`src/rtl/core/jpp_delay.sv`:
```
`timescale 1ns / 1ps
`default_nettype none
// ----------------------------------------------------------------------------
// Jittered path point: delay line
// A chain of enable-gated registers that keeps side data aligned with the
// pipeline.
// ----------------------------------------------------------------------------
module jpp_delay #(
	parameter int unsigned WIDTH = 8,
	parameter int unsigned DEPTH = 2
) (
	input  logic             clk,
	input  logic             en,
	input  logic [WIDTH-1:0] din,
	output logic [WIDTH-1:0] dout
);

	logic [WIDTH-1:0] line_s [DEPTH];

	// Shift the whole line by one place whenever the pipeline advances.
	always_ff @(posedge clk) begin
		if (en) begin
			line_s[0] <= din;
			for (int k = 1; k < DEPTH; k++) begin
				line_s[k] <= line_s[k-1];
			end
		end
	end

	assign dout = line_s[DEPTH-1];

endmodule

`default_nettype wire

```
`config.mk`:
```
export PLATFORM = sky130hd
export DESIGN_NAME = jpp_delay
export DESIGN_NICKNAME = d
export VERILOG_FILES = /design/src/rtl/core/jpp_delay.sv
export SDC_FILE = /design/constraint.sdc
export NUM_CORES = 1
export LEC_CHECK = 0
export BUFFER_PORTS_ARGS = -buffer_cell sky130_fd_sc_hd__buf_2
export CORE_MARGIN = 2
export CORE_UTILIZATION = 25
export DETAILED_ROUTE_END_ITERATION = 6
export HOLD_SLACK_MARGIN = 0.06
export PLACE_DENSITY_LB_ADDON = 0.08
export SLEW_MARGIN = 20
export SYNTH_ARGS = -nofsm -noshare
export SYNTH_HDL_FRONTEND = slang
export SYNTH_SLANG_ARGS = --single-unit
```
`constraint.sdc`:
```
create_clock -name clk -period 0.8 [get_ports clk]
set_input_delay 0.16 -clock clk [delete_from_list [all_inputs] [get_ports clk]]
set_output_delay 0.16 -clock clk [all_outputs]
set_load 0.01 [all_outputs]
```
==> results of run 1 <==
kinds of logic (layout without fill, tap and decap cells):
logic type,count (synthesis),after routing
buffers and inverters,8,30
DFF,16,16
layout make-up:
cell class | count | area [um^2]
Fill cell | 200 | 1260
Sequential cell | 16 | 480.5
Timing Repair Buffer | 27 | 205.2
Tap cell | 27 | 33.78
Clock buffer | 3 | 22.52
final timing paths:
| kind | to | slack (ns) |
|---|---|---|
| max | dout[2] | -0.15 |
| min | line_s[0][4] | 0.27 |
| max reg2reg | line_s[0][8] | 0.17 |
| min reg2reg | line_s[0][11] | 0.42 |
what timing repair did:
action | 4_1_cts | 5_1_grt
endpoints found under the setup margin | 8 | 8
hold buffers | 5 | 3
endpoints found under the hold margin | 5 | 3
cells in the final DEF, fill, tap and decap left out:
| cell | synthesis | routed |
|---|---|---|
| dlygate4sd3_1 | 0 | 8 |
| edfxtp_1 | 16 | 16 |
| buf_12 | 0 | 2 |
| clkbuf_4 | 0 | 3 |
| buf_2 | 0 | 17 |
per-stage QoR:
| stage | setup WS [ns] | util | cells | setup TNS [ns] |
|---|---|---|---|---|
| 2_1_floorplan | 0.1644 | - | 24 | 0 |
| 3_3_place_gp | 0.08455 | 0.3194 | 62 | 0 |
| 3_5_place_dp | 0.07637 | 0.3194 | 62 | 0 |
| 4_1_cts | -0.1646 | 0.3556 | 70 | -1.164 |
| 5_1_grt | -0.1914 | 0.3706 | 73 | -1.446 |
| 6_report | -0.1536 | 0.3706 | 73 | -1.064 |
power breakdown:
group,switching (W),internal (W)
Clock,0.000210,0.000174
Sequential,0.0000137,0.000993
Combinational,0.0000499,0.0000767
Total,0.000273,0.00124
routing by layer:
layer | global-route usage | routed length, um
met3 | 0.02679 | 62
met1 | 0.05973 | 271
met4 | 0.02703 | 0
met5 | 0 | 0
met2 | 0.06579 | 323
==> results.md, run 1 <==
* Fin Clk Skew at 0.0003380 ns
* Worst Setup End Kind: primary output
* Hold slack at 0.2748 ns
* Unique masters post-synth at 2
* Post-synthesis compound-gate area fraction at 0
* Prevailing post-synth register cell: edfxtp_1
* Antenna violations before repair at 0
* Top Family by Delay on Critical Path: flip-flops
* Multi-input gates at 0
* CTS max path bufs at 2
* Buffers on Ports at 17
* Most frequent cell after synthesis: edfxtp_1
* Syn Inst Count at 24
* Overall power at 0.001516 W
* Finished Cell Area at 742.0 um^2
* Later-pin clock latency in the skew report at 0.27 ns
* DR pass1 iterations at 2
* Startpoint Class: register
* Setup ws final at -0.1536 ns
* Max-slew violations at 0
* RSZ-0062 raised after global routing: true
* # DRC at 0
* Row count at 16
* Setup bufs post-CTS at 0
* Crit-path slowest cell: edfxtp_1
* Area occupied by multi-input gates at 0 um^2
* Register bank with the most flops: line_s
* Cts bufs inserted at 3
* Wire per inst at 9.000 um
* Max Fclk at 1049 MHz
* Post-Synth XOR/XNOR Area at 0
* Dpl cell area at 639.4 um^2
* DRT antenna net count at 0
* Multiplexer share of the synthesized area at 0
* IO Pins at 18
* Clock sinks at 16
* Final min period at 0.9536 ns
* Yosys reg bits at 16
* Ant. Diodes at 0
* Post-synthesis simple-gate area fraction at 0
* Initial drt markers at 1
* Via density per instance at 3.370
* Sequential fraction of the synthesis area at 0.8889
* Syn Area/Cell at 22.52 um^2
* Cts repair resizes at 0
* Status: complete, but fails checks
* Synth warn at 0
* Critical Path Source: line_s[0][10]
* Synth top area share at 0.8889
* Hold Path Class: input port to register
* Post-Synth Adder-Cell Area at 0
* Failing checks: setup timing
* Crit Path Category: register to primary output
* Share of cells above drive strength 1 at 0.4783
* Core area at 0.002002 mm^2
* Max-slew headroom at 0.9303
* Syn_nets at 34
* Synth top cells by count: edfxtp_1 (16), buf_4 (8)
* Worst Hold Launch: en
* CTS tree: built
* Max FFs per register at 16
* Die footprint at 0.002550 mm^2
* Final hold viol count at 0
* Global route total overflow at 0
* CP bufs+invs at 1
* # nets final at 58
* RePlAce Congestion at 0.5762
* Top Registers: line_s: 16 flops
* Slew @ Worst Pin at 0.1053 ns
* Largest net degree at the start of global routing at 9
* PwrDens at 2043 mW/mm^2
* Post-synth EDFFs at 16
* H-Tree Depth at 1
* CTS root buf: clkbuf_4
* Final setup vio count at 8
* Die Y at 50.50 um
* Drt total wl at 657 um
* Critical Path RT at 0.64 ns
* Cell Chain, Critical Path: buf_2
* CP peak stage delay at 0.38 ns
* Largest family of logic cells by synthesized area: buffers and inverters
* Worst R2R Start: line_s[0][0]
* Via count at 246
* R2r worst-path depth at 0
* Worst endpoint data arrival time at 0.79 ns
* Tcrit/Tclk final at 1.192
* WP depth at 1
* Horiz. Die Dim at 50.50 um
* Max_cap viols at 0
* Worst-path clk slew at 0.09 ns
* Crit-path max FO at 1
* Layout area overhead at 37.27%
* Initial core utilization at 0.2700
* Area of the mapped netlist at 540.5 um^2
* Ys async rst share at 0
* Pleak at 0.2895 nW
* Post-synth top area cell: edfxtp_1
* Total Routing Usage GR at 0.04825
* Peak supply drop at 0.7532 mV
* Top cells by area, synth: edfxtp_1 (89%), buf_4 (11%)
* Vias in the first global route at 207
* Hold path cells at 2
* Global-route wire length before repair at 855 um
Power figures use the tool's default switching activity.
==> run 2: changes to the inputs <==
- PLACE_DENSITY: default -> 0.47
- PLACE_DENSITY_LB_ADDON: 0.08 -> default
==> results.md, run 2 (synthesis results as in run 1) <==
* Status: complete, but fails checks (unchanged)
* Failing checks: setup timing (unchanged)
* Max Fclk at 1064 MHz (was 1049 MHz)
* Switching Fraction at 0.1810 (was 0.1802)
* Die footprint at 0.002550 mm^2 (unchanged)
* Fin Clk Skew at 0.001522 ns (was 0.0003380 ns)
* Crit-path max FO at 1 (unchanged)
* Max FFs per register at 16 (unchanged)
* Initial core utilization at 0.2700 (unchanged)
* Buffers on Ports at 17 (unchanged)
* Share of cells above drive strength 1 at 0.4667 (was 0.4783)
* Via count at 242 (was 246)
* Wire per inst at 8.833 um (was 9.000 um)
* Core area at 0.002002 mm^2 (unchanged)
* Hold slack at 0.2595 ns (was 0.2748 ns)
* Layout area overhead at 33.56% (was 37.27%)
* Max-slew headroom at 0.9398 (was 0.9303)
* Worst endpoint data arrival time at 0.78 ns (was 0.79 ns)
* Largest net degree at the start of global routing at 17 (was 9)
* Slew @ Worst Pin at 0.09029 ns (was 0.1053 ns)
* Worst Setup End Kind: primary output (unchanged)
* Horiz. Die Dim at 50.50 um (unchanged)
* DR pass1 iterations at 2 (unchanged)
* Net Sw Power at 0.0002727 W (was 0.0002732 W)
* CP peak stage delay at 0.36 ns (was 0.38 ns)
* Final setup vio count at 8 (unchanged)
* Cell Chain, Critical Path: buf_2 (unchanged)
* CP bufs+invs at 1 (unchanged)
* Sequential share of power at 0.666 (was 0.664)
* Fin util at 0.3606 (was 0.3706)
* Clock sinks at 16 (unchanged)
* Commonest non-fill, non-tap cells in the layout: buf_2 (17), edfxtp_1 (16), dlygate4sd3_1 (8), clkbuf_4 (3), buf_12 (1) (was buf_2 (17), edfxtp_1 (16), dlygate4sd3_1 (8), clkbuf_4 (3), buf_12 (2))
* Die Y at 50.50 um (unchanged)
* Clock network fraction of total power at 0.256 (was 0.253)
* Vias in the first global route at 210 (was 207)
* Row count at 16 (unchanged)
* CTS tree: built (unchanged)
* Cell-internal power at 0.001234 W (was 0.001243 W)
* Final min period at 0.9398 ns (was 0.9536 ns)
* Worst-path clk slew at 0.08 ns (was 0.09 ns)
* Tcrit/Tclk final at 1.175 (was 1.192)
* Area occupied by multi-input gates at 0 um^2 (unchanged)
* Critical Path RT at 0.64 ns (about the same)
* RePlAce Congestion at 0.5628 (was 0.5762)
* Startpoint Class: register (unchanged)
* Top Registers: line_s: 16 flops (unchanged)
* Dpl cell area at 619.3 um^2 (was 639.4 um^2)
* PwrDens at 2087 mW/mm^2 (was 2043 mW/mm^2)
* # nets final at 57 (was 58)
* DRT antenna net count at 0 (unchanged)
* Setup ws final at -0.1398 ns (was -0.1536 ns)
* Max-slew violations at 0 (unchanged)
* # DRC at 0 (unchanged)
* Layout Cells excl Fill at 72 (was 73)
* H-Tree Depth at 1 (unchanged)
* Final hold viol count at 0 (unchanged)
* Hold Path Class: input port to register (unchanged)
* Register bank with the most flops: line_s (unchanged)
* Initial drt markers at 2 (was 1)
* Multi-input gates at 0 (unchanged)
* RSZ-0062 raised after global routing: true (unchanged)
* Ant. Diodes at 0 (unchanged)
* Peak supply drop at 0.8643 mV (was 0.7532 mV)
* Global-route wire length before repair at 966 um (was 855 um)
* Dpl cells at 61 (was 62)
* CTS root buf: clkbuf_4 (unchanged)
* Pleak at 0.2801 nW (was 0.2895 nW)
* Finished Cell Area at 721.9 um^2 (was 742.0 um^2)
* Via density per instance at 3.361 (was 3.370)
* Cts repair resizes at 0 (unchanged)
* Crit Path Category: register to primary output (unchanged)
* Antenna violations before repair at 0 (unchanged)
* Max_cap viols at 0 (unchanged)
* Crit-path slowest cell: edfxtp_1 (unchanged)
* Total Routing Usage GR at 0.05901 (was 0.04825)
* Later-pin clock latency in the skew report at 0.27 ns (about the same)
* Commonest non-fill, non-tap cell in the layout: buf_2 (unchanged)
* Comb power frac at 0.077 (was 0.083)
* IO Pins at 18 (unchanged)
* Global route total overflow at 0 (unchanged)
* Cts bufs inserted at 3 (unchanged)
* CTS max path bufs at 2 (unchanged)
* Drt total wl at 636 um (was 657 um)
* Top Family by Delay on Critical Path: flip-flops (unchanged)
==> run 2: cell count changes in the layout (fill, tap and decap cells not counted), sizes merged <==
cell / before / now
buf: 19 / 18
==> run 2: final cells by class <==
cell class,count,area [um^2]
flip-flops and latches,16,480.5
clock buffers,3,22.52
well taps,27,33.78
fillers,207,1280
repair buffers,26,185.2
==> run 2: path summary, 6_finish.rpt <==
kind	start	to	slack, ns	cells past startpoint
setup / recovery	line_s[0][14]	dout[6]	-0.14	1
hold / removal	en	line_s[0][2]	0.26	2
setup reg to reg	line_s[0][3]	line_s[0][11]	0.18	0
hold reg to reg	line_s[0][1]	line_s[0][9]	0.42	0
==> run 2: power by group through the flow <==
stage               logic (W)  clock network [W]  registers [W]
floorplan           0.0000508                  0        0.00102
global placement    0.0000861                  0        0.00102
detailed placement  0.0000895                  0        0.00102
CTS                  0.000108           0.000402        0.00101
global route         0.000128           0.000455        0.00101
finish               0.000117           0.000386        0.00100
==> run 2: metrics by stage <==
step / TNS [ns] / total power [W] / setup slack, ns
global placement: 0 / 0.001107 / 0.09912
CTS: -1.164 / 0.001515 / -0.1620
floorplan: 0 / 0.001073 / 0.1644
finish: -1.051 / 0.001507 / -0.1398
detailed placement: 0 / 0.001114 / 0.09383
global route: -1.502 / 0.001593 / -0.2004
==> run 2: what timing repair did <==
action	CTS	global route
setup endpoints to repair	8	8
pin swaps	0	0
hold buffers	5	3
hold endpoints to repair	5	3
buffers inserted	0	0
gates cloned	0	0
==> run 2: routing by layer <==
metal | vias to the layer above | wire, um | share of wire | GRT usage
li1 | 125 | - | - | -
met1 | 100 | 284 | 0.45 | 0.06154
met2 | 15 | 249 | 0.39 | 0.07456
met3 | 2 | 86 | 0.14 | 0.03571
met4 | 0 | 15 | 0.024 | 0.06757
met5 | - | 0 | 0 | 0
