**config.mk**
```make
export PLATFORM = sky130hd
export DESIGN_NAME = jpp_hash
export DESIGN_NICKNAME = d
export VERILOG_FILES = /design/src/rtl/core/jpp_pkg.sv /design/src/rtl/core/jpp_hash.sv
export SDC_FILE = /design/constraint.sdc
export NUM_CORES = 1
export LEC_CHECK = 0
export ABC_AREA = 0
export BUFFER_PORTS_ARGS = -buffer_cell sky130_fd_sc_hd__clkbuf_2
export CAP_MARGIN = 15
export CORE_UTILIZATION = 60
export DETAILED_ROUTE_END_ITERATION = 12
export PLACE_DENSITY = 0.77
export SKIP_CTS_REPAIR_TIMING = 1
export SYNTH_ARGS = -nofsm -noshare
export SYNTH_HDL_FRONTEND = slang
export SYNTH_SLANG_ARGS = --single-unit
```
**constraint.sdc**
```tcl
create_clock -name clk -period 13.2 [get_ports clk]
set_input_delay 0.66 -clock clk [delete_from_list [all_inputs] [get_ports clk]]
set_output_delay 0.66 -clock clk [all_outputs]
set_load 0.01 [all_outputs]
```
**src/rtl/core/jpp_pkg.sv**
```systemverilog
`timescale 1ns / 1ps
`default_nettype none
// ----------------------------------------------------------------------------
// Jittered path point: shared package
// Constants of the datapath and the bundles that travel down delay lines.
// ----------------------------------------------------------------------------
package jpp_pkg;

	// Depth of one vector normaliser, in pipeline stages.
	localparam int unsigned NORM_FRONT = 5;
	localparam int unsigned SQRT_STEPS = 32;
	localparam int unsigned DIV_STEPS  = 31;
	localparam int unsigned NORM_LAT   = NORM_FRONT + SQRT_STEPS + DIV_STEPS + 1;

	// Fixed-point constants.
	localparam logic [16:0]        ONE_Q16   = 17'd65536;
	localparam logic signed [31:0] ONE_Q30   = 32'sd1073741824;
	localparam logic [31:0]        STEEP_Y   = 32'd1020054732;
	localparam logic [15:0]        SHORT_SQ  = 16'd4295;
	localparam logic [32:0]        SHORT_MAG = 33'd66;
	localparam logic [26:0]        K_SCALE   = 27'd1000;

	// Hash constants.
	localparam logic [31:0] HASH_MUL  = 32'h045d9f3b;
	localparam logic [31:0] SEED_MUL1 = 32'd7919;
	localparam logic [31:0] SEED_MUL2 = 32'd104729;
	localparam logic [31:0] HASH_ADD  = 32'd17;

	// Bundle carried from the early stages to the final blend.
	typedef struct packed {
		logic [2:0][33:0] base;
		logic             longp;
		logic [32:0]      s1;
		logic [32:0]      s2;
	} side_t;

	// Bundle carried across the hash stages.
	typedef struct packed {
		logic [2:0][33:0] base;
		logic             longp;
		logic [30:0]      amp;
	} front_t;

endpackage

`default_nettype wire

```
**src/rtl/core/jpp_hash.sv**
```systemverilog
`timescale 1ns / 1ps
`default_nettype none
// ----------------------------------------------------------------------------
// Jittered path point: hash offset
// Two xor-shift-multiply rounds and a final fold give a Q0.16 offset in
// -0.5 to 0.5. Three pipeline stages.
// ----------------------------------------------------------------------------
module jpp_hash import jpp_pkg::*; (
	input  logic               clk,
	input  logic               en,
	input  logic [31:0]        key,
	output logic signed [16:0] offs
);

	logic [31:0]        p1_s1;
	logic [31:0]        p2_s2;
	logic signed [16:0] q_s3;
	logic [31:0]        x1;
	logic [31:0]        x2;
	logic [15:0]        r;

	// First and second rounds, each a fold followed by a wrapping multiply.
	assign x1 = key ^ (key >> 16);
	assign x2 = p1_s1 ^ (p1_s1 >> 16);
	// Final fold keeps the low half.
	assign r  = p2_s2[15:0] ^ p2_s2[31:16];

	always_ff @(posedge clk) begin
		if (en) begin
			p1_s1 <= 32'(x1 * HASH_MUL);
			p2_s2 <= 32'(x2 * HASH_MUL);
			// Scaling by 65536/65535 with rounding adds one for the upper half.
			q_s3  <= $signed(17'({1'b0, r}) + 17'(r[15]) - 17'd32768);
		end
	end

	assign offs = q_s3;

endmodule

`default_nettype wire

```
==> summary.md, run 1 <==
| Metric | Value |
|---|---|
| CTS Root Cell | clkbuf_16 |
| Max Slew Vio Count | 0 |
| Antenna Cells | 0 |
| Fmax | between 0.1 and 0.15 GHz |
| Post-synth EDFFs | 81 |
| Worst slew margin | roughly 28% |
| Syn Area/Cell | 10.01 um^2 |
| Largest net degree at the start of global routing | 82 |
| Unrepaired setup endpoints after global routing | false |
| Synth area leader | fa_1 |
| Bufs and invs on worst path | 3 |
| Total grt overflow | 0 |
| Crit-path cells | xor2_1 > xnor2_1 > ha_1 > xnor2_1 > fa_1 > fa_1 > inv_1 > fa_1 > fa_1 > inv_1 > fa_1 > inv_1 > ha_1 > a21o_1 > a21o_1 > a21o_1 > a21oi_1 > o21ai_0 > o21ai_0 > mux2i_1 > nand2_1 |
| Ys async rst share | 0% |
| Clk sinks | 81 |
| TritonCTS clock tree | done |
| Fin nets | 2,989 |
| Clock Latency Late Sink | 0.36 ns |
| Crit path max-delay cell type | xor2_1 |
| Top-area cell type share of the netlist area | about two fifths |
| Share of cells above drive strength 1 | 3.825% |
| Core area | 0.03540 mm^2 |
| DIE WIDTH | 191.4 um |
| Synthesized area | 0.02152 mm^2 |
| Worst-margin pin slew | about 1.1 ns |
| Routed WL | 53.75 mm |
| Initial core utilization | between 60% and 70% |
| Chip Height | about 190 um |
| Worst EP required | roughly 13 ns |
| Vias in the first global route | 15.88k |
| Placed cell count | 2,667 |
| XOR/XNOR share of the synthesized area | 8.993% |
| Initial antenna violation count | 0 |
| Area contributors post-synth | fa_1, ha_1, inv_1 |
| WL/cell | 20.03 um |
| Final TNS setup | 0 ns |
| Routed via count | 14.11k |
| Hold Slack | 0.6862 ns |
| Ys flop type | edfxtp_1 |
| Pre-CTS setup slack | 5.469 ns |
| Top Family by Delay on Critical Path | adder cells |
| Synth Net Count | 2,923 |
| DIE AREA | 0.03664 mm^2 |
| YS warnings | 0 |
| Main combinational cell family by area after synthesis | adder cells |
| Fin. Hold Viols | 0 |
| P&R area growth vs syn | 5.697% |
| CP Data Arrival Time | 7.62 ns |
| Worst-path maximum fanout | 8 |
| R2R depth | 21 |
| Post-Synth Simple-Gate Area | 3.767% |
| # DRC | 0 |
| Fin crit period | around 7.5 ns |
| Row count | 69 |
| MaxCap Viol Count | 0 |
| Reg clk slew, reported paths | 0.08 ns |
| Final Setup Violations | 0 |
| Final ANT Viol Nets | 0 |
| GPL Wtd Cong | approximately 1.0 |
| Clock Skew | approximately 0.017 ns |
| Synth unique cells | 56 |
| Num CTS Buffers | 9 |
| # port buffers | 50 |
| Post-DR vias/cell | around 5.3 |
| Clock Path Buffers | 2 |
| Slowest stage delay, CP | 0.86 ns |
| Class of the worst hold path | reg2reg |
| First-pass GRT wire length | between 80 and 90 mm |
| Seq/Total Area, Yosys | 11.30% |
| Part of the cycle the worst path needs | ~57% |
| Post-synthesis adder-cell area fraction | 57.58% |
| Crit. End Element | flop |
| Hold Crit Depth | 2 |
| Htree depth | 3 |
| IO Pins | 51 |
| CP most frequent cell | fa_1 |
| #FFs+latches synth | 81 |
| Mapped Cells | 2,151 |
| Status | completed |
| Synth Area in Compound Gates | 4.325% |
| Drt pass-1 iters | 5 |
| WP depth | 21 |
| Initial drt markers | 726 |
| Kind of critical path | reg2reg |
| Gr usage total | 31.56% |
| DP HPWL | 48.46 mm |
| Post-synthesis mux area share | 0.04650% |
| Layout Cells excl Fill | around 2.7k |
| Setup crit start kind | flop |
| Worst setup margin | between 5 and 6 ns |
## flip-flops by register name, summed over array words and instances (netlist names)
| signal | cells |
|---|---|
| p1_s1 | 32 |
| p2_s2 | 32 |
| offs | 17 |
## cell type report
class	instances	area, um^2
repair buffers	56	297.8
multi-input cells	1268	16080
inverters	801	3007
fillers	2921	12650
clock buffers	9	225.2
clock inverters	7	130.1
well taps	461	576.8
flip-flops and latches	81	2432
## stage by stage
| step | cell area, um^2 | util, % |
|---|---|---|
| 3_5_place_dp | 22400 | 63.27 |
| 2_1_floorplan | 21520 | - |
| 3_3_place_gp | 22400 | 63.27 |
| 6_report | 22750 | 64.27 |
| 5_1_grt | 22750 | 64.27 |
| 4_1_cts | 22750 | 64.27 |
## worst register-to-register path, cell delays in order (launching register included)
cell	delay [ns]
edfxtp_1	0.48
xor2_1	0.86
xnor2_1	0.38
ha_1	0.50
xnor2_1	0.29
fa_1	0.47
fa_1	0.41
inv_1	0.07
fa_1	0.43
fa_1	0.55
inv_1	0.05
fa_1	0.48
inv_1	0.05
ha_1	0.33
a21o_1	0.18
a21o_1	0.17
a21o_1	0.19
a21oi_1	0.15
o21ai_0	0.12
o21ai_0	0.74
mux2i_1	0.27
nand2_1	0.07
## cells in the final DEF (no fill, tap or decap), types with 5 or more instances in the layout
| cell | n |
|---|---|
| a31oi_1 | 5 |
| ha_1 | 317 |
| nand3_1 | 6 |
| or2_2 | 5 |
| and2_1 | 7 |
| nor2b_1 | 7 |
| fa_1 | 421 |
| clkbuf_16 | 9 |
| nand2b_1 | 12 |
| xnor2_1 | 150 |
| nor3_1 | 10 |
| inv_1 | 799 |
| edfxtp_1 | 81 |
| or3_1 | 6 |
| a21o_1 | 23 |
| a211oi_1 | 5 |
| o21a_1 | 8 |
| xor2_1 | 71 |
| buf_4 | 7 |
| clkbuf_2 | 49 |
| nor2_1 | 55 |
| o21ai_0 | 31 |
| a21oi_1 | 38 |
| nand2_1 | 36 |
## Yosys cell counts (all sizes together) (2+ instances only)
cell type and number:
a31oi 5, a211oi 5, a311o 2, or3 6, nand2b 12, xnor2 150, o21a 8, o21ai 32
nand2 36, clkinv 2, a21boi 2, and3 3, xor2 71, fa 421, a21o 23, a31o 3
nand4 3, o211ai 4, o21bai 4, or2 7, o31a 2, a21oi 38, nor4 4, o41ai 2
nand3 6, edfxtp 81, inv 799, nor3 12, ha 317, nor2b 7, a221oi 2, and2 7
nor2 55
## final timing paths
path | start | endpoint | slack, ns
setup reg to reg | p1_s1[28] | p2_s2[27] | 5.70
hold / removal | p2_s2[15] | offs[16] | 0.69
hold reg to reg | p2_s2[15] | offs[16] | 0.69
setup / recovery | p1_s1[28] | p2_s2[27] | 5.70
## cells by family after synthesis
| logic type | count (synthesis) |
|---|---|
| buffers and inverters | 802 |
| adder cells (fa/ha/maj) | 738 |
| XOR/XNOR | 221 |
| AND/OR/NAND/NOR | 165 |
| AO/OA/AOI/OAI | 143 |
| flip-flops | 81 |
| multiplexers | 1 |
## per-layer routing
layer	vias up	track usage [%]	wire length, um
met3	143	3.470	2436
met1	7038	35.90	20250
met2	463	57.82	27790
met5	-	0	0
li1	6461	-	-
met4	0	16.91	3274
Power of run 1 is left out: the tool's default activity adds up to more than one toggle a clock period on the data nets, which glitch-free logic cannot reach.
==> run 2: changes to the inputs <==
--- a/config.mk
+++ b/config.mk
@@ -10,7 +10,7 @@
 export CAP_MARGIN = 15
 export CORE_UTILIZATION = 60
 export DETAILED_ROUTE_END_ITERATION = 12
-export PLACE_DENSITY = 0.77
+export PLACE_DENSITY = 0.8
 export SKIP_CTS_REPAIR_TIMING = 1
 export SYNTH_ARGS = -nofsm -noshare
 export SYNTH_HDL_FRONTEND = slang
==> constraint.sdc (replaced) <==
create_clock -name clk -period 6.4 [get_ports clk]
set_input_delay 0.32 -clock clk [delete_from_list [all_inputs] [get_ports clk]]
set_output_delay 0.32 -clock clk [all_outputs]
set_load 0.01 [all_outputs]
==> run 2 against run 1 <==
Net effect: global-route usage rose by 2.0 points; clock-buffer cell count did not move; core utilization rose by 6.8 points; sequential cell count did not move; final cell count rose by 11%; non-clock buffer count rose by 296; first-iteration DRC count rose by 5.1%; design area rose by 11%; fmax rose by 20%; critical path depth did not move; hold slack got worse by 0.30 ns; highest routed layer unchanged.
==> summary.md, run 2 (synthesized netlist as in run 1, its figures left out) <==
| Metric | Value |
|---|---|
| DIE AREA | 0.03664 mm^2 (unchanged) |
| Initial antenna violation count | 0 (unchanged) |
| Drt pass-1 iters | 5 (unchanged) |
| GR Util met1 | 36.29% (was 35.90%) |
| Routed WL | 57.69 mm (was 53.75 mm) |
| P&R area growth vs syn | 16.85% (was 5.697%) |
| Share of cells above drive strength 1 | 16.40% (was 3.825%) |
| Clock Skew | 0.01436 ns (was 0.01679 ns) |
| Part of the cycle the worst path needs | 97.67% (was 56.82%) |
| MaxCap Viol Count | 0 (unchanged) |
| Class of the worst hold path | in2reg (was reg2reg) |
| Commonest non-fill, non-tap cell in the layout | inv_1 (unchanged) |
| Clock Path Buffers | 2 (unchanged) |
| Largest net degree at the start of global routing | 63 (was 82) |
| Fmax | 0.1600 GHz (was 0.1333 GHz) |
| Worst-path maximum fanout | 4 (was 8) |
| Chip Height | 191.4 um (unchanged) |
| Vias in the first global route | 17.48k (was 15.88k) |
| Antenna Cells | 0 (unchanged) |
| Worst-margin pin slew | 0.8479 ns (was 1.085 ns) |
| Hold EP | p1_s1[25] (was offs[16]) |
| Fin nets | 3,285 (was 2,989) |
| Fin crit period | 6.251 ns (was 7.500 ns) |
| Fin. Hold Viols | 0 (unchanged) |
| GPL Wtd Cong | 1.028 (was 1.048) |
| Final Setup Violations | 0 (unchanged) |
| Htree depth | 3 (unchanged) |
| Most Used Layer, Global Route | met2 (unchanged) |
| Slowest stage delay, CP | 0.54 ns (was 0.86 ns) |
| Worst setup margin | 0.1494 ns (was 5.700 ns) |
| CP Data Arrival Time | 6.36 ns (was 7.62 ns) |
| R2R Path End | p2_s2[22] (was p2_s2[27]) |
| Unrepaired setup endpoints after global routing | true (was false) |
| Setup crit start kind | flop (unchanged) |
| Crit. End Element | flop (unchanged) |
| Crit Reg-Reg Startpoint | p1_s1[4] (was p1_s1[28]) |
| Total grt overflow | 0 (unchanged) |
| Hold Crit Depth | 1 (was 2) |
| Met2 global-route usage | 62.58% (was 57.82%) |
| Status | completed (unchanged) |
| Most frequent cells in the layout | inv_1, fa_1, ha_1 (unchanged) |
| Crit path max-delay cell type | fa_1 (was xor2_1) |
| Worst EP required | 6.51 ns (was 13.32 ns) |
| Pre-CTS setup slack | -0.3829 ns (was 5.469 ns) |
| Initial core utilization | 60.81% (unchanged) |
| WL/cell | 19.37 um (was 20.03 um) |
| # port buffers | 50 (unchanged) |
| Post-DR vias/cell | 5.156 (was 5.257) |
| # DRC | 0 (unchanged) |
| First-pass GRT wire length | 90.75 mm (was 85.15 mm) |
| Row count | 69 (unchanged) |
| Clk sinks | 81 (unchanged) |
| Initial drt markers | 763 (was 726) |
| Met3 global-route usage | 3.470% (unchanged) |
| Hold Startpoint | en (was p2_s2[15]) |
| DIE WIDTH | 191.4 um (unchanged) |
| DP HPWL | 52.36 mm (was 48.46 mm) |
| Reg clk slew, reported paths | 0.08 ns (about the same) |
| Core area | 0.03540 mm^2 (unchanged) |
| Clock Latency Late Sink | 0.37 ns (was 0.36 ns) |
| R2R depth | 21 (unchanged) |
| Num CTS Buffers | 9 (unchanged) |
| Crit-path cells | xor2_1 > ha_1 > buf_4 > xnor2_1 > ha_1 > fa_1 > ha_1 > fa_1 > fa_1 > inv_1 > fa_1 > inv_1 > ha_1 > o21a_1 > o21a_1 > o32ai_2 > buf_4 > a311o_1 > a21oi_2 > nor4_1 > a311o_1 (was xor2_1 > xnor2_1 > ha_1 > xnor2_1 > fa_1 > fa_1 > inv_1 > fa_1 > fa_1 > inv_1 > fa_1 > inv_1 > ha_1 > a21o_1 > a21o_1 > a21o_1 > a21oi_1 > o21ai_0 > o21ai_0 > mux2i_1 > nand2_1) |
| Routed via count | 15.36k (was 14.11k) |
| CTS Root Cell | clkbuf_16 (unchanged) |
| Gr usage total | 33.56% (was 31.56%) |
| Reg2Reg Setup Slack | 0.15 ns (was 5.70 ns) |
| Max Slew Vio Count | 0 (unchanged) |
| Worst slew margin | 43.47% (was 27.67%) |
| Kind of critical path | reg2reg (unchanged) |
| IO Pins | 51 (unchanged) |
| TritonCTS clock tree | done (unchanged) |
| Final ANT Viol Nets | 0 (unchanged) |
## run 2: cell types whose count changed in the layout (fill, tap and decap cells not counted), moves of 5 or more
cell	previous run	this run
buf_4	7	301
fa_1	421	416
fa_2	0	5
o21ai_0	31	25
o21ai_1	0	5
xnor2_1	150	145
xnor2_2	0	5
xor2_1	71	62
xor2_2	0	9
## run 2: area by class of cell
cell class,count,area [um^2]
multi-input cells,1268,16260
clock buffers,9,225.2
well taps,461,576.8
fillers,2619,10250
repair buffers,352,2536
inverters,801,3007
clock inverters,7,108.9
flip-flops and latches,81,2432
## run 2: metrics by stage
stage                     cells  utilization [%]  hold WS, ns  TNS [ns]  cell area, um^2
after global placement     2958            69.48       0.6675   -0.3821            24590
after floorplan            2151                -       0.4325         0            21520
after detailed placement   2958            69.48       0.6832    -1.236            24590
after global routing       2979            71.05       0.3896   -0.4809            25150
after CTS                  2974            70.42       0.3789  -0.03184            24930
final                      2979            71.05       0.3845         0            25150
## run 2: worst max-delay path by stage
stage                     slack (ns)         to  depth (start not counted)     start
after floorplan                 0.06  p1_s1[31]                         23    key[9]
after global placement         -0.21  p1_s1[31]                         25    key[3]
after detailed placement       -0.38  p1_s1[31]                         25    key[3]
after CTS                      -0.03  p2_s2[27]                         24  p1_s1[6]
after global routing           -0.10  p2_s2[22]                         23  p1_s1[3]
final                           0.15  p2_s2[22]                         21  p1_s1[4]
## run 2: worst max-delay path, delay by kind of cell (launching register included)
kind | cells | cell delay [ns]
compound gates | 6 | 1.26
buf+inv | 4 | 0.41
fa+ha+maj | 8 | 3.24
xor+xnor | 2 | 0.53
flops | 1 | 0.48
simple gates | 1 | 0.07
## run 2: routing by layer
layer / part of all wire [%] / vias up
met3: 3.9 / 182
met5: 0 / -
met2: 53 / 467
met1: 36 / 7657
met4: 7.0 / 0
li1: - / 7055
Power of run 2 is left out for the same reason.
